### config.mk
export PLATFORM = sky130hd
export DESIGN_NAME = midpoint_circle_rasterizer_flat
export DESIGN_NICKNAME = d
export VERILOG_FILES = /design/src/sv/mcr_pkg.sv /design/src/sv/mcr_ifs.sv /design/src/sv/mcr_iter.sv /design/src/sv/mcr_emit.sv /design/src/sv/midpoint_circle_rasterizer.sv /design/src/flat_wrapper.sv
export SDC_FILE = /design/constraint.sdc
export NUM_CORES = 1
export LEC_CHECK = 0
export BUFFER_PORTS_ARGS = -buffer_cell sky130_fd_sc_hd__buf_4
export CAP_MARGIN = 20
export CORE_MARGIN = 2
export CORE_UTILIZATION = 42
export CTS_BUF_LIST = sky130_fd_sc_hd__clkbuf_4
export DETAILED_ROUTE_END_ITERATION = 8
export GPL_ROUTABILITY_DRIVEN = 0
export GPL_TIMING_DRIVEN = 0
export SYNTH_ARGS = -nofsm -noshare
export SYNTH_HDL_FRONTEND = slang
export SYNTH_SLANG_ARGS = --single-unit
### constraint.sdc
create_clock -name clk -period 4.6 [get_ports clk]
set_clock_uncertainty 0.05 [all_clocks]
set_input_delay 0.92 -clock clk [delete_from_list [all_inputs] [get_ports clk]]
set_output_delay 0.92 -clock clk [all_outputs]
set_load 0.01 [all_outputs]
### src/sv/mcr_pkg.sv
// Shared constants, types and codes of the midpoint circle rasterizer.
`timescale 1ns / 1ps

package mcr_pkg;

    localparam int COORD_BITS = 12;
    localparam int RAD_BITS   = COORD_BITS - 1;
    localparam int PIX_BITS   = COORD_BITS + 2;
    localparam int DEC_BITS   = COORD_BITS + 2;
    localparam int OCT_BITS   = 3;

    localparam logic ACT_START = 1'b0;
    localparam logic ACT_STEP  = 1'b1;

    localparam logic [OCT_BITS-1:0] OCT_LAST = 3'd7;

    typedef logic [COORD_BITS-1:0]      coord_t;
    typedef logic [RAD_BITS-1:0]        rad_t;
    typedef logic signed [PIX_BITS-1:0] pix_t;
    typedef logic signed [DEC_BITS-1:0] dec_t;
    typedef logic [OCT_BITS-1:0]        oct_t;

    // One iteration's worth of outline points, handed to the emitter
    typedef struct packed {
        coord_t cx;
        coord_t cy;
        rad_t   a;
        rad_t   b;
        logic   done;
    } job_t;

endpackage

### src/sv/mcr_ifs.sv
// Valid/ready channel interfaces for commands and pixel results.
`timescale 1ns / 1ps

interface mcr_cmd_if;
    logic               valid;
    logic               ready;
    logic               action;
    mcr_pkg::coord_t    center_x;
    mcr_pkg::coord_t    center_y;
    mcr_pkg::rad_t      circle_radius;

    modport source (output valid, action, center_x, center_y, circle_radius, input ready);
    modport sink   (input valid, action, center_x, center_y, circle_radius, output ready);
endinterface

interface mcr_pix_if;
    logic               valid;
    logic               ready;
    mcr_pkg::pix_t      pixel_x;
    mcr_pkg::pix_t      pixel_y;
    mcr_pkg::oct_t      octant;
    logic               last_of_step;
    logic               circle_done;

    modport source (output valid, pixel_x, pixel_y, octant, last_of_step, circle_done,
                    input ready);
    modport sink   (input valid, pixel_x, pixel_y, octant, last_of_step, circle_done,
                    output ready);
endinterface

### src/sv/mcr_iter.sv
// Circle state; a start command loads the first point and each step accepted while busy runs one midpoint iteration.
`timescale 1ns / 1ps

module mcr_iter (
    input  logic            clk,
    input  logic            rst_n,
    input  logic            accept,
    input  logic            action,
    input  mcr_pkg::coord_t center_x,
    input  mcr_pkg::coord_t center_y,
    input  mcr_pkg::rad_t   circle_radius,
    output logic            job_load,
    output mcr_pkg::job_t   job
);

    localparam int W = mcr_pkg::DEC_BITS + 1;
    localparam logic signed [W-1:0] ONE   = W'(1);
    localparam logic signed [W-1:0] INC_E = W'(3);
    localparam logic signed [W-1:0] INC_SE = W'(5);

    mcr_pkg::rad_t   offset_a_reg, offset_a_next;
    mcr_pkg::rad_t   offset_b_reg, offset_b_next;
    mcr_pkg::dec_t   decision_reg, decision_next;
    mcr_pkg::coord_t held_cx_reg, held_cx_next;
    mcr_pkg::coord_t held_cy_reg, held_cy_next;
    logic            busy_reg, busy_next;

    logic signed [W-1:0] a_s, b_s, d_s, r_s, sum;

    always_comb
    begin
        a_s = $signed({{(W-mcr_pkg::RAD_BITS){1'b0}}, offset_a_reg});
        b_s = $signed({{(W-mcr_pkg::RAD_BITS){1'b0}}, offset_b_reg});
        r_s = $signed({{(W-mcr_pkg::RAD_BITS){1'b0}}, circle_radius});
        d_s = W'(decision_reg);
        if (decision_reg < 0)
            sum = d_s + (a_s <<< 1) + INC_E;
        else
            sum = d_s + ((a_s - b_s) <<< 1) + INC_SE;

        offset_a_next = offset_a_reg;
        offset_b_next = offset_b_reg;
        decision_next = decision_reg;
        held_cx_next  = held_cx_reg;
        held_cy_next  = held_cy_reg;
        job_load      = 1'b0;

        if (accept && action == mcr_pkg::ACT_START)
        begin
            held_cx_next  = center_x;
            held_cy_next  = center_y;
            offset_a_next = '0;
            offset_b_next = circle_radius;
            decision_next = mcr_pkg::dec_t'(ONE - r_s);
            job_load      = 1'b1;
        end
        else if (accept && busy_reg)
        begin
            // Step: diagonal move drops y, east move keeps it
            if (decision_reg >= 0)
                offset_b_next = offset_b_reg - 1'b1;
            decision_next = mcr_pkg::dec_t'(sum);
            offset_a_next = offset_a_reg + 1'b1;
            job_load      = 1'b1;
        end

        busy_next = job_load ? (offset_a_next < offset_b_next) : busy_reg;

        job.cx   = held_cx_next;
        job.cy   = held_cy_next;
        job.a    = offset_a_next;
        job.b    = offset_b_next;
        job.done = !busy_next;
    end

    always_ff @(posedge clk or negedge rst_n)
    begin
        if (!rst_n)
        begin
            offset_a_reg <= '0;
            offset_b_reg <= '0;
            decision_reg <= '0;
            held_cx_reg  <= '0;
            held_cy_reg  <= '0;
            busy_reg     <= 1'b0;
        end
        else
        begin
            offset_a_reg <= offset_a_next;
            offset_b_reg <= offset_b_next;
            decision_reg <= decision_next;
            held_cx_reg  <= held_cx_next;
            held_cy_reg  <= held_cy_next;
            busy_reg     <= busy_next;
        end
    end

    a_busy_order: assert property (@(posedge clk) disable iff (!rst_n)
        busy_reg |-> offset_a_reg < offset_b_reg)
        else $error("busy set while x has reached y");

endmodule

### src/sv/mcr_emit.sv
// Eight-point octant sequencer with a registered pixel output.
`timescale 1ns / 1ps

module mcr_emit (
    input  logic          clk,
    input  logic          rst_n,
    input  logic          job_load,
    input  mcr_pkg::job_t job,
    output logic          take,
    mcr_pix_if.source     pix
);

    mcr_pkg::job_t job_reg;
    logic          job_valid_reg, job_valid_next;
    mcr_pkg::oct_t k_reg, k_next;

    logic          out_valid_reg, out_valid_next;
    mcr_pkg::pix_t px_reg, py_reg, px_next, py_next;
    mcr_pkg::oct_t oct_reg;
    logic          last_reg, done_reg;

    logic          out_free, advance, finish;
    mcr_pkg::pix_t cx_s, cy_s, a_s, b_s, dx, dy;

    always_comb
    begin
        out_free = !out_valid_reg || pix.ready;
        advance  = job_valid_reg && out_free;
        finish   = advance && k_reg == mcr_pkg::OCT_LAST;
        take     = !job_valid_reg || finish;

        cx_s = $signed({{(mcr_pkg::PIX_BITS-mcr_pkg::COORD_BITS){1'b0}}, job_reg.cx});
        cy_s = $signed({{(mcr_pkg::PIX_BITS-mcr_pkg::COORD_BITS){1'b0}}, job_reg.cy});
        a_s  = $signed({{(mcr_pkg::PIX_BITS-mcr_pkg::RAD_BITS){1'b0}}, job_reg.a});
        b_s  = $signed({{(mcr_pkg::PIX_BITS-mcr_pkg::RAD_BITS){1'b0}}, job_reg.b});

        // Bit 2 swaps the offsets, bit 0 mirrors x, bit 1 mirrors y
        dx = k_reg[2] ? b_s : a_s;
        dy = k_reg[2] ? a_s : b_s;
        px_next = k_reg[0] ? cx_s - dx : cx_s + dx;
        py_next = k_reg[1] ? cy_s - dy : cy_s + dy;

        if (job_load)
            job_valid_next = 1'b1;
        else if (finish)
            job_valid_next = 1'b0;
        else
            job_valid_next = job_valid_reg;

        if (job_load)
            k_next = '0;
        else if (advance)
            k_next = k_reg + 1'b1;
        else
            k_next = k_reg;

        if (advance)
            out_valid_next = 1'b1;
        else if (pix.ready)
            out_valid_next = 1'b0;
        else
            out_valid_next = out_valid_reg;
    end

    always_ff @(posedge clk or negedge rst_n)
    begin
        if (!rst_n)
        begin
            job_valid_reg <= 1'b0;
            k_reg         <= '0;
            out_valid_reg <= 1'b0;
        end
        else
        begin
            job_valid_reg <= job_valid_next;
            k_reg         <= k_next;
            out_valid_reg <= out_valid_next;
        end
    end

    always_ff @(posedge clk)
    begin
        if (job_load)
            job_reg <= job;
        if (advance)
        begin
            px_reg   <= px_next;
            py_reg   <= py_next;
            oct_reg  <= k_reg;
            last_reg <= k_reg == mcr_pkg::OCT_LAST;
            done_reg <= k_reg == mcr_pkg::OCT_LAST && job_reg.done;
        end
    end

    assign pix.valid        = out_valid_reg;
    assign pix.pixel_x      = px_reg;
    assign pix.pixel_y      = py_reg;
    assign pix.octant       = oct_reg;
    assign pix.last_of_step = last_reg;
    assign pix.circle_done  = done_reg;

    a_no_overwrite: assert property (@(posedge clk) disable iff (!rst_n)
        job_load |-> !job_valid_reg || finish)
        else $error("job loaded over an unfinished iteration");

    a_load_restart: assert property (@(posedge clk) disable iff (!rst_n)
        job_load |=> job_valid_reg && k_reg == '0)
        else $error("loaded job does not start at the first octant");

    a_done_last: assert property (@(posedge clk) disable iff (!rst_n)
        out_valid_reg && done_reg |-> last_reg && oct_reg == mcr_pkg::OCT_LAST)
        else $error("circle done flagged away from the last octant");

endmodule

### src/sv/midpoint_circle_rasterizer.sv
// Midpoint circle rasterizer top level: command channel in, pixel channel out.
// A command's job is registered, then its first point in the pixel output register.
// Throughput: one point per cycle while the pixel channel is ready; a start or busy step is
// held until the single pixel output register has taken all eight octants of its iteration.
// A step while idle is accepted and yields no points.
// Reset (rst_n low, asynchronous) clears the circle state to idle and empties the output.
`timescale 1ns / 1ps

module midpoint_circle_rasterizer (
    input  logic      clk,
    input  logic      rst_n,
    mcr_cmd_if.sink   cmd,
    mcr_pix_if.source pixel
);

    logic          accept;
    logic          take;
    logic          job_load;
    mcr_pkg::job_t job;

    assign cmd.ready = take;
    assign accept    = cmd.valid && take;

    mcr_iter u_iter (
        .clk           (clk),
        .rst_n         (rst_n),
        .accept        (accept),
        .action        (cmd.action),
        .center_x      (cmd.center_x),
        .center_y      (cmd.center_y),
        .circle_radius (cmd.circle_radius),
        .job_load      (job_load),
        .job           (job)
    );

    mcr_emit u_emit (
        .clk      (clk),
        .rst_n    (rst_n),
        .job_load (job_load),
        .job      (job),
        .take     (take),
        .pix      (pixel)
    );

endmodule
### src/flat_wrapper.sv
// flat-port wrapper written by rule: the top's interface ports become plain ports
module midpoint_circle_rasterizer_flat 
  (clk, rst_n, cmd_valid, cmd_action, cmd_center_x, cmd_center_y, cmd_circle_radius, cmd_ready, pixel_valid, pixel_pixel_x, pixel_pixel_y, pixel_octant, pixel_last_of_step, pixel_circle_done, pixel_ready);
  mcr_cmd_if cmd_i ();
  mcr_pix_if pixel_i ();
  input  logic clk;
  input  logic rst_n;
  input wire logic [$bits(cmd_i.valid)-1:0] cmd_valid;
  input wire logic [$bits(cmd_i.action)-1:0] cmd_action;
  input wire logic [$bits(cmd_i.center_x)-1:0] cmd_center_x;
  input wire logic [$bits(cmd_i.center_y)-1:0] cmd_center_y;
  input wire logic [$bits(cmd_i.circle_radius)-1:0] cmd_circle_radius;
  output wire logic [$bits(cmd_i.ready)-1:0] cmd_ready;
  output wire logic [$bits(pixel_i.valid)-1:0] pixel_valid;
  output wire logic [$bits(pixel_i.pixel_x)-1:0] pixel_pixel_x;
  output wire logic [$bits(pixel_i.pixel_y)-1:0] pixel_pixel_y;
  output wire logic [$bits(pixel_i.octant)-1:0] pixel_octant;
  output wire logic [$bits(pixel_i.last_of_step)-1:0] pixel_last_of_step;
  output wire logic [$bits(pixel_i.circle_done)-1:0] pixel_circle_done;
  input wire logic [$bits(pixel_i.ready)-1:0] pixel_ready;
  assign cmd_i.valid = cmd_valid;
  assign cmd_i.action = cmd_action;
  assign cmd_i.center_x = cmd_center_x;
  assign cmd_i.center_y = cmd_center_y;
  assign cmd_i.circle_radius = cmd_circle_radius;
  assign cmd_ready = cmd_i.ready;
  assign pixel_valid = pixel_i.valid;
  assign pixel_pixel_x = pixel_i.pixel_x;
  assign pixel_pixel_y = pixel_i.pixel_y;
  assign pixel_octant = pixel_i.octant;
  assign pixel_last_of_step = pixel_i.last_of_step;
  assign pixel_circle_done = pixel_i.circle_done;
  assign pixel_i.ready = pixel_ready;
  midpoint_circle_rasterizer u_core (.clk(clk), .rst_n(rst_n), .cmd(cmd_i), .pixel(pixel_i));
endmodule
==> results.yml <==
floorplanning:
  ios: 75
  dieArea_sq_um: 25200
  die_h_microns: 159
  rows: 56
  die_x_microns: 159
  core-area_sq_um: 23500
  start_util_pct: 42.8
cts:
  clkTransAtPathRegs_ns: 0.13
  clock_sinks: 146
  clk_latency_ns: 0.56
  cts_hold_buf: 0
  cts_buffer_depth: 2
  clockRootBuffer: "clkbuf_4"
  h-tree-depth: 4
  cts_buffers: 17
  tritoncts: "yes"
routing:
  final_antenna_net_count: 0
  vias: 7664
  drt_iter0_drc: 379
  drc_errors: 0
  via_per_inst: 5.30
  drt-pass1-iter-count: 5
  drt_wl_total_mm: 24.1
  wl_per_cell_microns: 16.6
setup_path:
  reg2reg_slack_ns: 0.31
  critPathCaptureType: "flip-flop"
  worstSetupPathType: "reg2reg"
  r2r_start: "u_core.u_emit.k_reg[1]$_DFFE_PN0P_"
  cp.required_ns: 4.85
  cp.arrival_ns: 4.54
  startpoint: "u_core.u_emit.k_reg[1]$_DFFE_PN0P_"
  r2r_end: "u_core.u_emit.job_reg[0]$_DFFE_PN_"
  critical_path.endpoint: "u_core.u_emit.job_reg[0]$_DFFE_PN_"
  cp_max_fo: 10
  reg2regPathDepth: 16
  startpoint_type: "flip-flop"
cells_and_area:
  syn2layout_area_growth_pct: 12.9
  layout-drive-gt1-share_pct: 13.0
  fillers: 2246
  final_util_pct: 48.4
  fin_area_sq_um: 11400
  nNetsFinal: 1278
  layoutNonFillerInstCount: 1447
power:
  power_density_nw_per_um2: 713
  ir_drop_uv: 584
  p_leak_uw: 0.00509
grt:
  grt_usage_pct: 19.6
  grt_pass1_wl_mm: 39.1
  gr-total-overflow: 0
  grt_max_degree: 67
  grt_antenna_before_repair: 1
  grt_pass1_vias: 7551
logic_synthesis:
  ys_warn_count: 0
  synth_top_area_share_pct: 23.9
  synthFlopType: "edfxtp_1"
  seq_area_frac_synth_pct: 40.3
  synth_seq_cells: 146
  avgSynthCellArea_sq_um: 9.87
  synth_cells: 1019
  synthTopCellsByArea: "edfxtp_1 24%, dfrtp_1 16%, ha_1 15%"
  synth_nets: 1183
  synth_top_area_cell: "edfxtp_1"
  async_flop_share_pct: 45.2
  netlist_area_sq_um: 10100
  synth_enable_flop_cells: 80
  synthTopCellsByCount: "119 x nand2_1, 117 x ha_1, 90 x inv_1"
  yosysUniqueCellTypes: 71
  yosysMostFrequentCell: "nand2_1"
timing:
  period_share_pct: 93.2
  tightest_slew_ns: 0.949
  setup_ws_ns: 0.311
  setup_violations: 0
  drv_slew: 0
  max-slew-margin-rel_pct: 36.8
  fin_setup_tns_ns: 0
  timing.fmax_mhz: 233
  hold_viol_final: 0
  fin_crit_ns: 4.29
place:
  post-place-ws_ns: -0.193
  dpl_cell_area_sq_um: 11000
  dp_cells: 1414
  io_buffers: 73
  hpwl_mm: 19.0
outcome:
  status: "finished, final reports clean"
job:
  drv_cap: 0
worst_hold_path:
  min_path_type: "reg2reg"
metrics by stage:
| stage | power [uW] | hold WS [ns] |
|---|---|---|
| 3_3_place_gp | 7160 | 0.400 |
| 2_1_floorplan | 5970 | 0.387 |
| 5_1_grt | 8920 | 0.464 |
| 4_1_cts | 8120 | 0.426 |
| 6_report | 8100 | 0.435 |
| 3_5_place_dp | 7260 | 0.407 |
placed cells by master (no fill, tap or decap), types with 10 or more instances in the layout:
master    instances
nand2_1         119
ha_1            117
inv_1            89
edfxtp_1         80
buf_4            74
a21oi_1          66
dfrtp_1          66
nor2_1           57
o21ai_0          47
xnor2_1          43
mux2i_1          35
xor2_1           21
nand3_1          19
clkbuf_1         18
nor3_1           18
clkbuf_4         17
a21o_1           16
a211oi_1         14
or3_1            11
o21a_1           11
nand2b_1         11
nand4_1          10
mux2_2           10
cell type report:
class	instances	area, sq um	share of cell area, %
Antenna cell	1	2.50	0.0220
Buffer	26	105	0.926
Clock buffer	17	128	1.12
Clock inverter	15	156	1.38
Inverter	92	345	3.04
Multi-Input combinational cell	754	5570	49.0
Sequential cell	146	4050	35.7
Tap cell	319	399	3.52
Timing Repair Buffer	77	594	5.24
logic make-up after synthesis:
group	count (synthesis)	synth area share (%)
DFF	146	40.3
xor gates and xnor gates	64	5.58
buffers and inverters	119	4.51
muxes	45	4.60
AOI/OAI and AO/OA	238	15.7
and+or+nand+nor	283	13.3
adders and majority gates	124	16.0
power breakdown:
group,internal [uW],total (uW),switching (uW)
clock network,326,831,505
registers,2010,2280,273
logic,2140,4990,2850
worst max-delay path: stages, from the launching register on:
cell	delay (ns)
dfrtp_1	0.49
ha_1	0.19
ha_1	0.23
a21boi_2	0.16
nor3_2	0.33
clkbuf_1	0.47
nand4_1	0.19
xor2_1	0.17
nor2_1	0.22
ha_1	0.29
a21o_1	0.18
a21o_1	0.17
a21oi_1	0.16
nor2_1	0.05
a2111oi_0	0.37
buf_1	0.23
a22oi_1	0.10
per-layer routing:
layer  up-vias  track usage [%]  wire length, microns
met3        30             3.24                   996
met1      3614             27.0                 11500
li1       3847                -                     -
met5         -                0                     0
met2       173             31.7                 11100
met4         0             5.92                   475
worst min-delay path by stage:
| stage | start | end | slack (ns) | depth (start not counted) |
|---|---|---|---|---|
| after CTS | rst_n | u_core.u_iter.held_cx_reg[2]$_DFF_PN0_ | 0.43 | 1 |
| after global routing | u_core.u_iter.held_cy_reg[4]$_DFF_PN0_ | u_core.u_iter.held_cy_reg[4]$_DFF_PN0_ | 0.46 | 2 |
| final | u_core.u_iter.held_cx_reg[3]$_DFF_PN0_ | u_core.u_iter.held_cx_reg[3]$_DFF_PN0_ | 0.44 | 2 |
| after global placement | u_core.u_iter.held_cx_reg[3]$_DFF_PN0_ | u_core.u_iter.held_cx_reg[3]$_DFF_PN0_ | 0.40 | 2 |
| after floorplan | u_core.u_iter.held_cx_reg[0]$_DFF_PN0_ | u_core.u_iter.held_cx_reg[0]$_DFF_PN0_ | 0.39 | 2 |
| after detailed placement | u_core.u_iter.held_cx_reg[11]$_DFF_PN0_ | u_core.u_iter.held_cx_reg[11]$_DFF_PN0_ | 0.41 | 2 |
what timing repair did:
action / in CTS / in global routing
buffers inserted: 0 / 1
resized for setup: 1 / 4
setup endpoints to repair: 1 / 2
pin swaps: 0 / 1
Power figures use the tool's default switching activity.
